$ cat src/design/periodic_timer_bank_core_assert.svh
// assertion macros used by the timer bank core rtl
`ifndef PERIODIC_TIMER_BANK_CORE_ASSERT_SVH
`define PERIODIC_TIMER_BANK_CORE_ASSERT_SVH

// same-cycle implication
`define PTB_ASSERT_SAME(label, clk, rst_n, ante, cons) \
	label: assert property (@(posedge clk) disable iff (!(rst_n)) (ante) |-> (cons)) \
		else $error("timer bank assertion failed");

// next-cycle implication
`define PTB_ASSERT_NEXT(label, clk, rst_n, ante, cons) \
	label: assert property (@(posedge clk) disable iff (!(rst_n)) (ante) |=> (cons)) \
		else $error("timer bank assertion failed");

`endif

$ cat src/design/ptb_pkg.sv
`default_nettype none

package ptb_pkg;

	localparam int ID_W            = 8;
	localparam int TICK_W          = 32;
	localparam int NUM_TIMERS_DEF  = 8;
	localparam int MAX_TIMERS      = 256;

	typedef enum logic [1:0] {
		OP_CHECK = 2'd0,
		OP_START = 2'd1,
		OP_STOP  = 2'd2,
		OP_SET   = 2'd3
	} op_t;

endpackage

`default_nettype wire

$ cat src/design/ptb_ram.sv
`default_nettype none

// simple dual-port ram, one write and one registered read
module ptb_ram #(
	parameter int WIDTH = 32,
	parameter int DEPTH = 8,
	localparam int AW = (DEPTH > 1) ? $clog2(DEPTH) : 1
) (
	input  wire logic                 clk,
	input  wire logic                 we,
	input  wire logic [AW-1:0]        waddr,
	input  wire logic [WIDTH-1:0]     wdata,
	input  wire logic [AW-1:0]        raddr,
	output logic      [WIDTH-1:0]     rdata
);

	logic [WIDTH-1:0] mem_q [DEPTH];

	always_ff @(posedge clk) begin
		if (we) begin
			mem_q[waddr] <= wdata;
		end
		rdata <= mem_q[raddr];
	end

endmodule

`default_nettype wire

$ cat src/design/periodic_timer_bank_core.sv
`default_nettype none

// channel   | handshake              | fields
// ----------+------------------------+------------------------------------------
// request   | start && !busy         | operation, timer_id, now_tick, interval
// result    | done (one-cycle pulse) | fired, fired_id
//
// one request per cycle unless busy; results pass stage 1 then the result register
// deadlines and periods sit in two rams with a registered read;
// the read is issued with the request and modified/written back in the cycle after;
// a write and a read of the same entry on the same edge are bridged by forwarding
// busy is high during reset and until ready_q is set after reset is released
// the receiver cannot stall, so results are never held back

module periodic_timer_bank_core #(
	parameter int NUM_TIMERS = ptb_pkg::NUM_TIMERS_DEF
) (
	input  wire logic                        clk,
	input  wire logic                        arst_n,
	input  wire logic                        start,
	output logic                             busy,
	input  wire logic [1:0]                  operation,
	input  wire logic [ptb_pkg::ID_W-1:0]    timer_id,
	input  wire logic [ptb_pkg::TICK_W-1:0]  now_tick,
	input  wire logic [ptb_pkg::TICK_W-1:0]  interval,
	output logic                             done,
	output logic                             fired,
	output logic      [ptb_pkg::ID_W-1:0]    fired_id
);

`include "periodic_timer_bank_core_assert.svh"

	localparam int IDX_W = (NUM_TIMERS > 1) ? $clog2(NUM_TIMERS) : 1;
	localparam int TW    = ptb_pkg::TICK_W;
	localparam int IW    = ptb_pkg::ID_W;

	// reset recovery: hold off requests until ready_q is set
	logic ready_q;
	logic accept;

	// stage 1: request registered alongside the ram read
	logic                 v_s1;
	ptb_pkg::op_t         op_s1;
	logic [IW-1:0]        id_s1;
	logic [TW-1:0]        now_s1;
	logic [TW-1:0]        ival_s1;
	logic                 in_bank_s1;
	logic                 fwd_dl_s1;
	logic [TW-1:0]        fwd_dl_data_s1;
	logic                 fwd_p_s1;
	logic [TW-1:0]        fwd_p_data_s1;

	// per-timer flags in flops, reset clears them at once
	logic [NUM_TIMERS-1:0] running_q;
	logic [NUM_TIMERS-1:0] armed_q;
	logic [NUM_TIMERS-1:0] pvalid_q;

	logic [IDX_W-1:0] rd_idx;
	logic [IDX_W-1:0] idx_s1;
	logic [TW-1:0]    dl_ram;
	logic [TW-1:0]    p_ram;

	logic             running_rd;
	logic             armed_rd;
	logic [TW-1:0]    dl_rd;
	logic [TW-1:0]    p_rd;
	logic [TW-1:0]    diff;
	logic             reached;
	logic [TW-1:0]    dl_next;
	logic             dl_we;
	logic             p_we;
	logic             hit;
	logic             is_check;

	assign busy   = !ready_q;
	assign accept = start && !busy;
	assign rd_idx = timer_id[IDX_W-1:0];
	assign idx_s1 = id_s1[IDX_W-1:0];

	always_ff @(posedge clk or negedge arst_n) begin
		if (!arst_n) begin
			ready_q <= 1'b0;
		end else begin
			ready_q <= 1'b1;
		end
	end

	// deadline store, undefined until first arm
	ptb_ram #(.WIDTH(TW), .DEPTH(NUM_TIMERS)) u_dl_ram (
		.clk   (clk),
		.we    (dl_we),
		.waddr (idx_s1),
		.wdata (dl_next),
		.raddr (rd_idx),
		.rdata (dl_ram)
	);

	// period store, reads as zero until its valid bit is set
	ptb_ram #(.WIDTH(TW), .DEPTH(NUM_TIMERS)) u_p_ram (
		.clk   (clk),
		.we    (p_we),
		.waddr (idx_s1),
		.wdata (ival_s1),
		.raddr (rd_idx),
		.rdata (p_ram)
	);

	// flags are current by the time stage 1 reads them
	always_comb begin
		running_rd = running_q[idx_s1];
		armed_rd   = armed_q[idx_s1];
		dl_rd      = fwd_dl_s1 ? fwd_dl_data_s1 : dl_ram;
		if (fwd_p_s1) begin
			p_rd = fwd_p_data_s1;
		end else if (pvalid_q[idx_s1]) begin
			p_rd = p_ram;
		end else begin
			p_rd = '0;
		end
	end

	// wrapped compare: reached when now - deadline is in the lower half range
	assign diff     = now_s1 - dl_rd;
	assign reached  = !diff[TW-1];
	assign dl_next  = now_s1 + p_rd;
	assign is_check = v_s1 && in_bank_s1 && (op_s1 == ptb_pkg::OP_CHECK);

	always_comb begin
		dl_we = 1'b0;
		hit   = 1'b0;
		if (is_check && running_rd) begin
			if (!armed_rd) begin
				dl_we = 1'b1;
			end else if (reached) begin
				dl_we = 1'b1;
				hit   = 1'b1;
			end
		end
	end

	assign p_we = v_s1 && in_bank_s1 && (op_s1 == ptb_pkg::OP_SET);

	// flag updates
	always_ff @(posedge clk or negedge arst_n) begin
		if (!arst_n) begin
			running_q <= '0;
			armed_q   <= '0;
			pvalid_q  <= '0;
		end else if (v_s1 && in_bank_s1) begin
			unique case (op_s1)
				ptb_pkg::OP_CHECK: begin
					armed_q[idx_s1] <= running_rd;
				end
				ptb_pkg::OP_START: begin
					running_q[idx_s1] <= 1'b1;
				end
				ptb_pkg::OP_STOP: begin
					running_q[idx_s1] <= 1'b0;
				end
				ptb_pkg::OP_SET: begin
					pvalid_q[idx_s1] <= 1'b1;
				end
				default: begin
				end
			endcase
		end
	end

	always_ff @(posedge clk or negedge arst_n) begin
		if (!arst_n) begin
			v_s1 <= 1'b0;
		end else begin
			v_s1 <= accept;
		end
	end

	// request payload and forwarding from a write landing on the read edge
	always_ff @(posedge clk) begin
		if (accept) begin
			op_s1          <= ptb_pkg::op_t'(operation);
			id_s1          <= timer_id;
			now_s1         <= now_tick;
			ival_s1        <= interval;
			in_bank_s1     <= ({1'b0, timer_id} < (IW + 1)'(NUM_TIMERS));
			fwd_dl_s1      <= dl_we && (id_s1 == timer_id);
			fwd_dl_data_s1 <= dl_next;
			fwd_p_s1       <= p_we && (id_s1 == timer_id);
			fwd_p_data_s1  <= ival_s1;
		end
	end

	// result register
	always_ff @(posedge clk or negedge arst_n) begin
		if (!arst_n) begin
			done  <= 1'b0;
			fired <= 1'b0;
		end else begin
			done  <= v_s1;
			fired <= hit;
		end
	end

	always_ff @(posedge clk) begin
		if (v_s1) begin
			fired_id <= id_s1;
		end
	end

	// every request in stage 1 yields exactly one result next cycle
	`PTB_ASSERT_NEXT(a_result_follows, clk, arst_n, v_s1, done)
	// no result without a request behind it
	`PTB_ASSERT_NEXT(a_no_spurious, clk, arst_n, !v_s1, !done)
	// a fire is only ever flagged on a result
	`PTB_ASSERT_SAME(a_fire_marked, clk, arst_n, fired, done)
	// a fire needs a running, already armed timer
	`PTB_ASSERT_SAME(a_fire_armed, clk, arst_n, hit, (running_rd && armed_rd && is_check))

endmodule

`default_nettype wire

$ cat config.mk
export PLATFORM = sky130hd
export DESIGN_NAME = periodic_timer_bank_core
export DESIGN_NICKNAME = d
export VERILOG_FILES = /design/src/design/ptb_pkg.sv /design/src/design/ptb_ram.sv /design/src/design/periodic_timer_bank_core.sv
export VERILOG_INCLUDE_DIRS = /design/src /design/src/design
export SDC_FILE = /design/constraint.sdc
export NUM_CORES = 1
export LEC_CHECK = 0
export BUFFER_PORTS_ARGS = -buffer_cell sky130_fd_sc_hd__buf_4
export CORE_UTILIZATION = 30
export CTS_BUF_LIST = sky130_fd_sc_hd__clkbuf_4
export DETAILED_ROUTE_END_ITERATION = 10
export GPL_TIMING_DRIVEN = 0
export PLACE_DENSITY = 0.53
export SYNTH_ARGS = -nofsm -noshare
export SYNTH_HDL_FRONTEND = slang
export SYNTH_HIERARCHICAL = 1
export SYNTH_SLANG_ARGS = --single-unit
$ cat constraint.sdc
create_clock -name clk -period 8.3 [get_ports clk]
set_input_delay 1.66 -clock clk [delete_from_list [all_inputs] [get_ports clk]]
set_output_delay 1.66 -clock clk [all_outputs]
set_load 0.02 [all_outputs]
# ---- Word-level counts from Yosys, hierarchy flattened
# Memory sizes are Yosys's and may differ from the RTL's. A register that Yosys moved wholly into a read port is not among the register bits.
# Index checks and enable logic that the tools add are counted.
dict set report word_totals {
  reg_bits 177
  ram_bits 512
  out_inout_bits 11
  n_memories 2
}
# name depth width rd rd_ports_with_merged_regs write_ports line_no
set mem_list {}
lappend mem_list {u_dl_ram.mem_q 8 32 1 1 1 ptb_ram.sv:17} ;# logic [WIDTH-1:0] mem_q [DEPTH];
lappend mem_list {u_p_ram.mem_q 8 32 1 1 1 ptb_ram.sv:17}
dict set report op_classes {
  reduce_logical 14
  n_lt_le_gt_ge 3
  eq_ne 4
  bitwise_logic 4
  add_sub_neg 2
  n_mux 22
}
# operator n
set ops {}
lappend ops {{$mux 32} 3}
lappend ops {{$add 32x32->32} 1}
lappend ops {{$sub 32x32->32} 1}
lappend ops {{$or 8x8->8} 2}
lappend ops {{$pmux 8 s2} 1}
lappend ops {{$mux 1} 13}
lappend ops {{$bmux 1 s3} 3}
lappend ops {{$and 8x8->8} 1}
lappend ops {{$bwmux 8} 1}
lappend ops {{$eq 8x8->1} 1}
lappend ops {{$logic_and 1x1->1} 8}
lappend ops {{$lt 8x4->1 const B} 1}
lappend ops {{$not 8->8} 1}
lappend ops {{$reduce_and 2->1} 3}
lappend ops {{$eq 2x2->1 const B} 2}
lappend ops {{$lt 3x4->1 const B} 1}
lappend ops {{$demux 1 s3} 1}
lappend ops {{$ge 3x1->1 const B} 1}
lappend ops {{$eq 2x1->1 const B} 1}
lappend ops {{$logic_not 2->1} 1}
lappend ops {{$reduce_bool 2->1} 1}
lappend ops {{$logic_not 1->1} 1}

# ---- Depth between registers and ports, before layout
dict set report logic_depth {
  ltp_word 7
  depth_mapped 15
}

# ---- Cells and area by module
# Netlist, hierarchy kept.
# module cells_each area_per_inst_um2 n_inst
set by_module_without_submodules {}
lappend by_module_without_submodules {ptb_ram 415 10466.3 2}
lappend by_module_without_submodules {periodic_timer_bank_core 791 9434.0 1}

# ---- Least setup slack after synthesis
# No wires, ideal clock.
dict set report synth_timing {
  path_kind {flip-flop to flip-flop}
  from {register fwd_dl_s1}
  to {memory u_dl_ram.mem_q[4][0], enable pin}
  path_stages_with_launch 12
  arrival_ps 4972
  setup_time_ps 461
  setup_slack_ps 2867
  n_path_buf 2
  path_cell_list {edfxtp_1 buf_2 clkbuf_1 mux2i_1 ha_1 nand4_2 or4_1 o21bai_4 and4b_4 nor3_1 nand2_1 nor3_1}
}
dict set report synth_via {
  elab_chain_len 7
}
# item line_no
set synth_rtl {}
lappend synth_rtl {{start, declared} periodic_timer_bank_core.sv:48} ;# logic fwd_dl_s1;
lappend synth_rtl {{start signal, assigned} periodic_timer_bank_core.sv:185} ;# fwd_dl_s1 <= dl_we && (id_s1 == timer_id);
lappend synth_rtl {{$mux 32} periodic_timer_bank_core.sv:112} ;# dl_rd = fwd_dl_s1 ? fwd_dl_data_s1 : dl_ram;
lappend synth_rtl {{$sub 32x32->32} periodic_timer_bank_core.sv:123} ;# assign diff = now_s1 - dl_rd;
lappend synth_rtl {{$mux 1} periodic_timer_bank_core.sv:134} ;# end else if (reached) begin
lappend synth_rtl {{$mux 1} periodic_timer_bank_core.sv:132} ;# if (!armed_rd) begin
lappend synth_rtl {{$mux 1} periodic_timer_bank_core.sv:131} ;# if (is_check && running_rd) begin
lappend synth_rtl {{net dl_we} periodic_timer_bank_core.sv:70} ;# logic dl_we;
lappend synth_rtl {{$mux 1} ptb_ram.sv:20} ;# if (we) begin
lappend synth_rtl {{$mux 1 (not written as such)} ptb_ram.sv:21} ;# mem_q[waddr] <= wdata;
lappend synth_rtl {{end, declared} ptb_ram.sv:17}
# The timed path passes the listed nets, and every way through them passes these cells.

# ---- Worst setup path in the final report
dict set report layout_timing {
  from {register id_s1[1]}
  to {memory u_dl_ram.mem_q[7][28] (data pin)}
}
dict set report layout_via {
  elab_chain_len 5
}
# item line_no
set layout_rtl {}
lappend layout_rtl {{start, declared} periodic_timer_bank_core.sv:44} ;# logic [IW-1:0] id_s1;
lappend layout_rtl {{start signal, assigned} periodic_timer_bank_core.sv:181} ;# id_s1 <= timer_id;
lappend layout_rtl {{$bmux 1 s3} periodic_timer_bank_core.sv:115} ;# end else if (pvalid_q[idx_s1]) begin
lappend layout_rtl {{$mux 1 (not written as such)} periodic_timer_bank_core.sv:115}
lappend layout_rtl {{$mux 32} periodic_timer_bank_core.sv:115}
lappend layout_rtl {{$mux 32} periodic_timer_bank_core.sv:113} ;# if (fwd_p_s1) begin
lappend layout_rtl {{$add 32x32->32} periodic_timer_bank_core.sv:125} ;# assign dl_next = now_s1 + p_rd;
lappend layout_rtl {{net dl_next[28]} periodic_timer_bank_core.sv:69} ;# logic [TW-1:0] dl_next;
# The timed path passes the listed nets, and every way through them passes these cells. The select of a mux whose other input is x is not followed.

==> flow_summary.toml <==
[cells_and_area]
layout_commonest_cell = "edfxtp_1"
finalNetCount = 2079
fill_cells = 9399
final_core_util_pct = 35.9
drive_gt1_share_pct = 29.7
fin_cells = 3403
mostFrequentLayoutCells = "edfxtp_1 (661), clkbuf_4 (281), nand2_1 (102)"
area_growth_pct = 18.2

[drt]
routed_wl_um = 72900
first_pass_iters = 5
drtIter0Drc = 884
vias = 16000
remaining_drc_errors = 0
wire_per_inst_um = 21.4
route.antenna.remaining_nets = 0
via_per_inst = 4.71

[setup_path]
crit_type = "flip-flop to flip-flop"
critical_path_required_ns = 9.00
path_delay_family = "compound AO/OA/AOI/OAI gates"
r2r_start = "id_s1[1]"
critPathCaptureType = "flip-flop"
worst-path-buf-inv = 4
reg2reg_setup_slack_ns = 2.48
cp.arrival_ns = 6.52
rr_endpoint = "u_dl_ram/mem_q[7][28]"
worst-path-stages = 15
crit_top_cell = "inv_1"
crit_path_top_delay_cell = "edfxtp_1"
path_max_fanout = 12
critPathLaunchType = "flip-flop"
crit_end = "u_dl_ram/mem_q[7][28]"
cp_cell_sequence = "buf_2 > inv_1 > mux2_4 > clkbuf_1 > nand2_1 > o21ai_0 > ha_1 > inv_1 > fa_1 > nor2b_1 > o211ai_1 > a211oi_1 > nor2_1 > o31ai_1 > xor2_1"
ff2ff_path_depth = 15
cpPeakStageDelay_ns = 0.65
worstSetupStartpoint = "id_s1[1]"

[placed_design]
gp_routability_congestion = 0.853
dpl.hpwl_um = 48700
port_buffers = 87
placed_cells = 3037
dp_slack_ns = 2.42

[floorplan]
io_pins = 88
row_count = 116
core_area_um2 = 100000
dieHeight_um = 320
die_w_um = 320
start_util_pct = 30.3
design.die.area_um2 = 102000

[timing]
finalSetupTns_ns = 0
hold_viol = 0
setup_violations = 0
max_slew_margin_pct = 25.1
clock_skew_ns = 0.0894
period_needed_ns = 5.82
worst_slack_ns = 2.48
rsz0062_at_grt = "no"
slew_viol_final = 0
fin_crit_sh_pct = 70.1
worst_slew_pin_slew_ns = 1.11
fmax_ghz = 0.172

[synthesis]
synth_top_family_by_area = "multiplexers"
synth_compound_area_share_pct = 4.31
syn_avg_cell_area_um2 = 18.7
synthArstFlopShare_pct = 3.72
syn_inst = 1621
synth-seq-cells = 753
synth_xor_area_share_pct = 1.07
synthSimpleGateAreaFrac_pct = 3.81
synth_mux_area_share_pct = 14.6
yosysWarningCount = 6
synth-main-ff-cell = "edfxtp_1"
synth-edff-count = 661
synth.net_count = 1766
synth_area_um2 = 30400
synth_fa_ha_area_share_pct = 2.83
ys_seq_area_share_pct = 71.9
synthDistinctLibCells = 78

[grt]
grt_pass1_wl_um = 108000
antenna_found_initial = 2
use_met2_pct = 24.7
use_met1_pct = 17.9
grt.total_usage_pct = 14.4
globalRoute.busiestLayer = "met2"
grt_pass1_vias = 17000
grt_use_met3_pct = 3.31
grt_max_degree = 52
gr-total-overflow = 0

[clocking]
cts-resized-gates = 0
cts.clk_slew.worst_paths_ns = 0.07
cts_max_level = 4
clk_latency_ns = 1.06
root_buffer = "clkbuf_4"
cts.path.max_buffers = 3
cts-buffers-inserted = 193
cts_tree = "built"
ctsHoldBuffers = 0
clock_sinks = 753
post_cts_buffers = 0

[pwr]
power.total_w = 0.00806
ir_drop_mv = 0.103
power_density_nw_per_um2 = 225
leakagePower_nw = 12.6

[hold_path]
min_path_type = "flip-flop to flip-flop"
min_delay_path_depth = 0

[run]
drv_cap = 0

[outcome]
status = "complete, no violations"
-- area by class of cell --
cell class | count | area, µm² | share of cell area [%]
diodes | 4 | 10.0 | 0.0279
well taps | 1298 | 1620 | 4.52
inverters | 18 | 67.6 | 0.188
clock inverters | 81 | 510 | 1.42
flip-flops and latches | 753 | 21800 | 60.8
repair buffers | 118 | 1170 | 3.27
multi-input cells | 784 | 8190 | 22.8
clock buffers | 281 | 2110 | 5.88
plain buffers | 66 | 395 | 1.10
-- how the worst min path moves through the flow --
stage	startpoint	end	slack [ns]
floorplan	pvalid_q[1]	pvalid_q[1]	0.43
global placement	pvalid_q[1]	pvalid_q[1]	0.44
detailed placement	pvalid_q[3]	pvalid_q[3]	0.45
CTS	arst_n	ready_q	0.38
global route	arst_n	ready_q	0.44
finish	id_s1[5]	fired_id[5]	0.46
-- worst register-to-register path, cell delays in order (launching register included) --
cell and delay, ns:
edfxtp_1 0.65, buf_2 0.30, inv_1 0.16, mux2_4 0.30
clkbuf_1 0.48, nand2_1 0.10, o21ai_0 0.52, ha_1 0.36
inv_1 0.08, fa_1 0.40, nor2b_1 0.17, o211ai_1 0.18
a211oi_1 0.54, nor2_1 0.18, o31ai_1 0.39, xor2_1 0.65
-- flip-flops by register name, indices dropped and copies added (netlist names), 2 cells and up, named ones only --
name,cells
fwd_dl_data_s1,32
u_p_ram/rdata,32
id_s1,8
ival_s1,32
now_s1,32
op_s1,2
pvalid_q,8
fwd_p_data_s1,32
u_dl_ram/mem_q,256
fired_id,8
u_dl_ram/rdata,32
armed_q,8
u_p_ram/mem_q,256
-- per-stage QoR --
stage	instance area, µm²	hold WS, ns
after global placement	32600	0.444
after detailed placement	33300	0.453
after CTS	35900	0.375
final	35900	0.464
after global routing	35900	0.441
after floorplan	30400	0.428
-- synth_stat cells (all sizes together), types with 3 or more instances --
library cell	count	share of area [%]
edfxtp	661	65
mux4	130	11
nand2	102	1.3
mux2	76	2.8
ha	67	2.8
dfxtp	64	4.2
o21ai	60	1.0
buf	49	1.1
a21oi	47	0.80
nor2	44	0.54
mux2i	33	1.1
dfrtp	28	2.3
xor2	21	0.61
inv	18	0.22
clkbuf	17	0.21
nand3	17	0.28
xnor2	16	0.46
nor3	14	0.25
o31ai	14	0.35
a21o	13	0.32
nand4	10	0.23
nand2b	9	0.19
o211ai	8	0.20
o21a	8	0.20
o21bai	8	0.23
a211oi	7	0.19
and3	6	0.12
and4	6	0.17
or3	6	0.12
or4	5	0.12
and2	4	0.082
nor4	4	0.10
a31o	3	0.087
a31oi	3	0.062
nor2b	3	0.062
o221ai	3	0.13
o41ai	3	0.087
-- kinds of logic after synthesis --
group / after synthesis
AO/OA/AOI/OAI: 199
XOR/XNOR: 37
adder cells (fa/ha/maj): 68
buffers and inverters: 84
flip-flops: 753
multiplexers: 239
other: 1
AND/OR/NAND/NOR: 240
-- power by group --
group / leakage (nW) / internal [W] / switching (W)
clock network: 1.54 / 0.00174 / 0.00152
registers: 6.93 / 0.00424 / 0.0000456
logic: 4.09 / 0.000200 / 0.000314
total: 12.6 / 0.00618 / 0.00188
-- layer usage --
layer | share of wire, % | wire length (µm) | vias up
met4 | 1.7 | 1260 | 0
met2 | 51 | 37500 | 392
met3 | 4.2 | 3070 | 82
li1 | - | - | 7379
met1 | 43 | 31100 | 8187
met5 | 0 | 0 | -
Power figures use the tool's default switching activity.
